`src/rtl/tkst_pkg.sv`:
```
// Shared types for the top-k sorted table: row layout, controller states and control buses.
`default_nettype none
package tkst_pkg;

    localparam int unsigned KeyWidth  = 32;
    localparam int unsigned RankWidth = 3;

    typedef struct packed {
        logic [KeyWidth-1:0] tag;
        logic [KeyWidth-1:0] survival_time;
        logic [KeyWidth-1:0] score;
    } row_t;

    localparam int unsigned RowWidth = $bits(row_t);

    typedef enum logic {
        ST_IDLE,
        ST_EMIT
    } ctrl_state_t;

    typedef struct packed {
        logic load;
        logic step;
    } dp_cmd_t;

    typedef struct packed {
        logic out_free;
        logic last;
    } dp_status_t;

endpackage
`default_nettype wire

```
`src/rtl/top_k_sorted_table_insert_core.sv`:
```
// Top-k sorted table: inserts scored entries in rank order and streams out the whole table.
//
// Each input transaction carries one entry (score, survival time, tag). The
// entry is placed after every stored row that is not strictly worse, and
// the table is cut to TABLE_DEPTH rows. After each insert the complete
// ranked table is sent on the master side, one transaction per row, best
// row first, with tlast on the final row.
// The entry is accepted, then one row is merged and written back per cycle
// through the table RAM while the output register is free to take it.
// The first row passes through the RAM read and the output register before
// it is presented. A new entry is taken only once every row of the
// previous table has been issued; the last row may still be waiting in the
// output register at that point.
// When the receiver stalls, the row walk pauses and resumes without loss.
// Reset empties the table; no clearing pass is needed.
`default_nettype none
module top_k_sorted_table_insert_core #(
    parameter int unsigned TABLE_DEPTH = 8
) (
    input  wire logic         aclk,
    input  wire logic         aresetn,
    input  wire logic         s_tvalid,
    output logic              s_tready,
    input  wire logic [95:0]  s_tdata,   // score[31:0], survival_time[63:32], tag[95:64]
    output logic              m_tvalid,
    input  wire logic         m_tready,
    output logic [103:0]      m_tdata,   // rank[2:0], row_score[34:3],
                                         // row_survival_time[66:35], row_tag[98:67]
    output logic              m_tlast
);
    import tkst_pkg::*;

    dp_cmd_t    cmd;
    dp_status_t status;

    tkst_ctrl u_ctrl (
        .aclk    (aclk),
        .aresetn (aresetn),
        .s_tvalid(s_tvalid),
        .s_tready(s_tready),
        .cmd     (cmd),
        .status  (status)
    );

    tkst_datapath #(
        .TABLE_DEPTH(TABLE_DEPTH)
    ) u_datapath (
        .aclk    (aclk),
        .aresetn (aresetn),
        .cmd     (cmd),
        .status  (status),
        .s_tdata (s_tdata),
        .m_tvalid(m_tvalid),
        .m_tready(m_tready),
        .m_tdata (m_tdata),
        .m_tlast (m_tlast)
    );

endmodule
`default_nettype wire

```
`src/rtl/tkst_ram.sv`:
```
// Generic single-write, single-read RAM with registered read data.
`default_nettype none
module tkst_ram #(
    parameter int unsigned WIDTH = 96,
    parameter int unsigned DEPTH = 8,
    parameter int unsigned AW    = (DEPTH > 1) ? $clog2(DEPTH) : 1
) (
    input  wire logic             aclk,
    input  wire logic             we,
    input  wire logic [AW-1:0]    waddr,
    input  wire logic [WIDTH-1:0] wdata,
    input  wire logic [AW-1:0]    raddr,
    output logic      [WIDTH-1:0] rdata
);

    logic [WIDTH-1:0] mem [DEPTH];

    always_ff @(posedge aclk) begin
        if (we) begin
            mem[waddr] <= wdata;
        end
        rdata <= mem[raddr];
    end

endmodule
`default_nettype wire

```
`src/rtl/tkst_datapath.sv`:
```
// Datapath of the top-k sorted table: table RAM, merge of the new entry and the output register.
`default_nettype none
module tkst_datapath #(
    parameter int unsigned TABLE_DEPTH = 8
) (
    input  wire logic                     aclk,
    input  wire logic                     aresetn,
    input  wire tkst_pkg::dp_cmd_t        cmd,
    output tkst_pkg::dp_status_t          status,
    input  wire logic [95:0]              s_tdata,
    output logic                          m_tvalid,
    input  wire logic                     m_tready,
    output logic [103:0]                  m_tdata,
    output logic                          m_tlast
);
    import tkst_pkg::*;

    localparam int unsigned IdxW = (TABLE_DEPTH > 1) ? $clog2(TABLE_DEPTH) : 1;
    localparam int unsigned CntW = $clog2(TABLE_DEPTH + 1);
    localparam logic [CntW-1:0] FullCount = CntW'(TABLE_DEPTH);

    row_t            new_reg;
    row_t            carry_reg;
    row_t            old_row;
    row_t            out_row;
    row_t            out_row_reg;
    logic [RowWidth-1:0] ram_rdata;
    logic [IdxW-1:0] idx_reg;
    logic [IdxW-1:0] out_idx_reg;
    logic [IdxW-1:0] raddr;
    logic [CntW-1:0] cnt_reg;
    logic            was_full_reg;
    logic            inserted_reg;
    logic            out_last_reg;
    logic            last;
    logic            beyond;
    logic            worse;
    logic            take_new;

    tkst_ram #(
        .WIDTH(RowWidth),
        .DEPTH(TABLE_DEPTH),
        .AW   (IdxW)
    ) u_table (
        .aclk (aclk),
        .we   (cmd.step),
        .waddr(idx_reg),
        .wdata(out_row),
        .raddr(raddr),
        .rdata(ram_rdata)
    );

    assign old_row = row_t'(ram_rdata);

    // Read the first row on load, one row ahead while a row is retired, otherwise reread the current one.
    always_comb begin
        if (cmd.load) begin
            raddr = '0;
        end else if (cmd.step) begin
            raddr = IdxW'(idx_reg + 1'b1);
        end else begin
            raddr = idx_reg;
        end
    end

    assign last   = (CntW'(idx_reg) + CntW'(1)) == cnt_reg;
    // The row just past the old table end holds nothing yet.
    assign beyond = last && !was_full_reg;
    assign worse  = (old_row.score < new_reg.score) ||
                    ((old_row.score == new_reg.score) &&
                     (old_row.survival_time < new_reg.survival_time));
    assign take_new = !inserted_reg && (beyond || worse);

    always_comb begin
        if (inserted_reg) begin
            out_row = carry_reg;
        end else if (take_new) begin
            out_row = new_reg;
        end else begin
            out_row = old_row;
        end
    end

    assign status.out_free = !m_tvalid || m_tready;
    assign status.last     = last;

    always_ff @(posedge aclk) begin
        if (!aresetn) begin
            cnt_reg      <= '0;
            was_full_reg <= 1'b0;
            inserted_reg <= 1'b0;
            idx_reg      <= '0;
            m_tvalid     <= 1'b0;
        end else begin
            if (cmd.load) begin
                was_full_reg <= (cnt_reg == FullCount);
                if (cnt_reg != FullCount) begin
                    cnt_reg <= cnt_reg + CntW'(1);
                end
                inserted_reg <= 1'b0;
                idx_reg      <= '0;
            end
            if (cmd.step) begin
                inserted_reg <= inserted_reg || take_new;
                idx_reg      <= IdxW'(idx_reg + 1'b1);
                m_tvalid     <= 1'b1;
            end else if (m_tready) begin
                m_tvalid <= 1'b0;
            end
        end
    end

    always_ff @(posedge aclk) begin
        if (cmd.load) begin
            new_reg <= row_t'(s_tdata);
        end
        if (cmd.step) begin
            carry_reg    <= old_row;
            out_row_reg  <= out_row;
            out_idx_reg  <= idx_reg;
            out_last_reg <= last;
        end
    end

    assign m_tdata = {5'b0, out_row_reg.tag, out_row_reg.survival_time, out_row_reg.score,
                      RankWidth'(out_idx_reg)};
    assign m_tlast = out_last_reg;

endmodule
`default_nettype wire

```
`src/rtl/tkst_ctrl.sv`:
```
// Controller of the top-k sorted table: takes one entry, then walks the table row by row.
`default_nettype none
module tkst_ctrl (
    input  wire logic                 aclk,
    input  wire logic                 aresetn,
    input  wire logic                 s_tvalid,
    output logic                      s_tready,
    output tkst_pkg::dp_cmd_t         cmd,
    input  wire tkst_pkg::dp_status_t status
);
    import tkst_pkg::*;

    ctrl_state_t state_reg;
    ctrl_state_t state_next;

    always_ff @(posedge aclk) begin
        if (!aresetn) begin
            state_reg <= ST_IDLE;
        end else begin
            state_reg <= state_next;
        end
    end

    always_comb begin
        state_next = state_reg;
        s_tready   = 1'b0;
        cmd.load   = 1'b0;
        cmd.step   = 1'b0;
        case (state_reg)
            ST_IDLE: begin
                s_tready = 1'b1;
                if (s_tvalid) begin
                    cmd.load   = 1'b1;
                    state_next = ST_EMIT;
                end
            end
            ST_EMIT: begin
                if (status.out_free) begin
                    cmd.step = 1'b1;
                    if (status.last) begin
                        state_next = ST_IDLE;
                    end
                end
            end
            default: begin
                state_next = ST_IDLE;
            end
        endcase
    end

endmodule
`default_nettype wire
```
`config.mk`:
```
export PLATFORM = sky130hd
export DESIGN_NAME = top_k_sorted_table_insert_core
export DESIGN_NICKNAME = d
export VERILOG_FILES = /design/src/rtl/tkst_pkg.sv /design/src/rtl/top_k_sorted_table_insert_core.sv /design/src/rtl/tkst_ram.sv /design/src/rtl/tkst_datapath.sv /design/src/rtl/tkst_ctrl.sv
export SDC_FILE = /design/constraint.sdc
export NUM_CORES = 1
export LEC_CHECK = 0
export BUFFER_PORTS_ARGS = -buffer_cell sky130_fd_sc_hd__buf_2
export CORE_UTILIZATION = 35
export CTS_CLUSTER_SIZE = 14
export DETAILED_ROUTE_END_ITERATION = 7
export HOLD_SLACK_MARGIN = 0.12
export PLACE_DENSITY = 0.61
export SLEW_MARGIN = 40
export SYNTH_ARGS = -nofsm -noshare
export SYNTH_HDL_FRONTEND = slang
export SYNTH_SLANG_ARGS = --single-unit
```
`constraint.sdc`:
```
create_clock -name aclk -period 19.3 [get_ports aclk]
set_clock_uncertainty 0.05 [all_clocks]
set_input_delay 4.825 -clock aclk [delete_from_list [all_inputs] [get_ports aclk]]
set_output_delay 4.825 -clock aclk [all_outputs]
set_load 0.02 [all_outputs]
```
==> impl_metrics.ini <==
[routing]
detailedRoute.firstIterationViolations = 1870
route.detailed.drc = 0
avgRoutedWirePerCell_um = 25.0
post_route_ant_nets = 0
drt_first_pass_iters = 5
routed_via_density = 5.22
vias = 22051
wirelength_routed_um = 105000

[power_and_ir_drop]
net-switching-power_mw = 1.54
internal_power_mw = 4.70
cellLeakagePower_nw = 16.8
worst_ir_drop_vdd_mv = 0.0763
sequentialPowerShare = 0.513
power.total_mw = 6.24
share_of_total_power_in_the_clock_network = 0.364
comb_power_share = 0.123
swShare = 0.247
power_density_nw_per_um2 = 122

[cts]
cts_setup_buffers = 0
worstSkewPairLatency_ns = 0.72
clkTransAtPathRegs_ns = 0.06
postCtsResizedCells = 0
cts-htree-levels = 3
cts_root_buf = clkbuf_16
cts-buffers-inserted = 115
tritoncts = done
cts.sinks = 1167
cts_hold_buf = 0
ctsLongestPathBuffers = 3

[grt]
global_route.usage.total = 0.165
grt_overflow = 0
antenna_violations_before_repair = 5
number_of_global_route_vias_before_repair = 23258
wire_length_of_the_first_global_routing_pass_um = 155000
grt_start_max_net_pins = 121

[timing]
fmaxAchievable_ghz = 0.119
totalNegativeSetupSlack_ns = 0
worst-slew-pin-transition_ns = 0.897
relSlewSlack = 0.402
final.min_clock_period_ns = 8.41
final.period_utilization = 0.436
unrepaired_setup_endpoints_after_global_routing = no
hold_violations = 0
slew_viol_final = 0
setup_viol = 0
postLayoutSetupSlackWorst_ns = 10.89

[yosys]
synth_warnings = 0
postSynthRegisterBits = 1167
library_cells_used_by_synthesis = 44
syn-mean-instance-area_um2 = 19.5
synthTopCellsByArea = edfxtp_1 (72%), mux4_2 (9.8%), dfxtp_1 (4.9%), mux2_2 (2.5%), ha_1 (1.9%)
ys_seq_area_frac = 0.770
synth_area_leader_cell = edfxtp_1
post_synth_most_frequent_cells = edfxtp_1 (1060), mux4_2 (192), a21oi_1 (126), dfxtp_1 (107), nor2b_1 (103)
syn-instance-count = 2261
synth_area_um2 = 44100
synth_async_sr_flop_share = 0
post-synth-top-count-cell = edfxtp_1
synth-main-ff-cell = edfxtp_1
post-synth-top-area-fraction = 0.722
synth-edff-count = 1060

[floorplan]
core_area_um2 = 124000
rows = 129
floorplan.initialDensity = 0.355
chipWidth_um = 357
chipHeight_um = 357
io-pin-count = 207
floorplan.die_area_um2 = 127000

[layout]
num-fill-cells = 10949
num-nets-final = 2656
areaGrowthSynthToFinish_pct = 15.8
layoutNonFillerInstCount = 4225
drive_above_1_share = 0.278
regMostFlops = u_datapath.u_table.mem
largest_reg_flops = 768

[place]
place.detailed.instances = 4008
io_buffer_count = 201
dp_worst_setup_slack_ns = 10.04
place.gp.congestion = 0.737
post-dp-hpwl_um = 53100

[worst_hold_path]
hp-class = reg2reg
timing.hold.worst.start = u_datapath.u_table.rdata[88]
worstHoldEndpoint = u_datapath.carry_reg[88]
whs_path_depth = 0

[critical_path]
cp-startpoint = m_tready
timing.setup.critical_path_class = in2reg
r2r_setup_slack_ns = 14.41
worstReg2RegEnd = u_datapath.m_tdata[25]
cp-end-kind = flip-flop
critical_path_cell_by_cell = buf_2 > nand2b_1 > nand2_1 > inv_8 > ha_1 > nor2_4 > buf_12 > buf_16 > buf_6 > mux4_2 > mux2_2
start_kind = input pin
crit_arrival_ns = 8.95
worst_ep_required_time_ns = 19.84
timing.critical_path.slowest_stage_cell = buf_6
critical_path_peak_fanout = 82
rr_worst_depth = 10
slowest_delay_ns = 0.64
worst_r2r_startpoint = u_datapath.new_reg[15]

[job]
cap_viol_max_count = 0

[outcome]
status = complete, no violations
-- metal layers --
layer,global-route usage,routed length (um)
met1,0.226,45600
met4,0.0415,2180
met3,0.0354,6680
met2,0.269,51000
met5,0,50
-- logic make-up (layout without fill, tap and decap cells) --
logic type                 count (synthesis)  count (layout)  share of synthesized area
muxes                                    289             289                      0.123
adders and majority gates                 67              67                     0.0190
buffers and inverters                    193             515                     0.0184
xor gates and xnor gates                   5               5                   0.000993
DFF                                     1167            1167                      0.770
other                                      1               6                  0.0000850
and+or+nand+nor                          185             185                     0.0240
AOI/OAI and AO/OA                        354             354                     0.0446
-- area by class of cell --
type,count,area [um2],share of cell area
flip-flops and latches,1167,34000,0.665
multi-input cells,905,9490,0.186
clock buffers,151,3090,0.0605
well taps,1637,2050,0.0401
repair buffers,229,1440,0.0282
clock inverters,64,749,0.0147
inverters,71,282,0.00551
diodes,1,2.50,0.0000490
-- worst max-delay path, delay by kind of cell --
family                     cells  cell delay [ns]
and+or+nand+nor                3             0.57
buffers and inverters          5             2.11
muxes                          2             0.88
adders and majority gates      1             0.37
-- worst max-delay path by stage --
| stage | depth (start not counted) | slack [ns] | end |
|---|---|---|---|
| 6_report | 11 | 10.89 | u_datapath.u_table.rdata[78] |
| 4_1_cts | 11 | 10.78 | u_datapath.u_table.rdata[78] |
| 5_1_grt | 11 | 10.56 | u_datapath.u_table.rdata[78] |
| 2_1_floorplan | 5 | 2.40 | u_datapath.u_table.mem[4][0] |
| 3_3_place_gp | 10 | 9.98 | u_datapath.u_table.rdata[70] |
| 3_5_place_dp | 11 | 10.04 | u_datapath.u_table.rdata[78] |
-- layout by cell type, fill, tap and decap left out, types with 28 or more instances in the layout --
cell type and instances:
mux4_2 192, dfxtp_1 106, clkbuf_1 28, a31oi_1 97, nand2_1 29, o21ai_0 102
inv_1 69, a21oi_1 118, clkbuf_16 115, edfxtp_1 1060, ha_1 67, nor2b_1 103
buf_2 201, mux2_2 96
-- power groups by stage --
stage / logic (mW) / registers (mW) / clock network [mW]
3_5_place_dp: 0.766 / 3.26 / 0
4_1_cts: 0.771 / 3.20 / 2.32
5_1_grt: 0.841 / 3.22 / 2.42
6_report: 0.766 / 3.20 / 2.27
3_3_place_gp: 0.726 / 3.25 / 0
2_1_floorplan: 0.472 / 3.26 / 0
-- stage by stage --
stage | hold slack, ns | area (um2) | utilization
CTS | 0.378 | 51000 | 0.411
global placement | 0.360 | 47100 | 0.379
floorplan | 0.356 | 44100 | -
detailed placement | 0.365 | 47200 | 0.380
global route | 0.388 | 51100 | 0.411
finish | 0.382 | 51100 | 0.411
No activity file was read; power rests on OpenSTA's default activity.
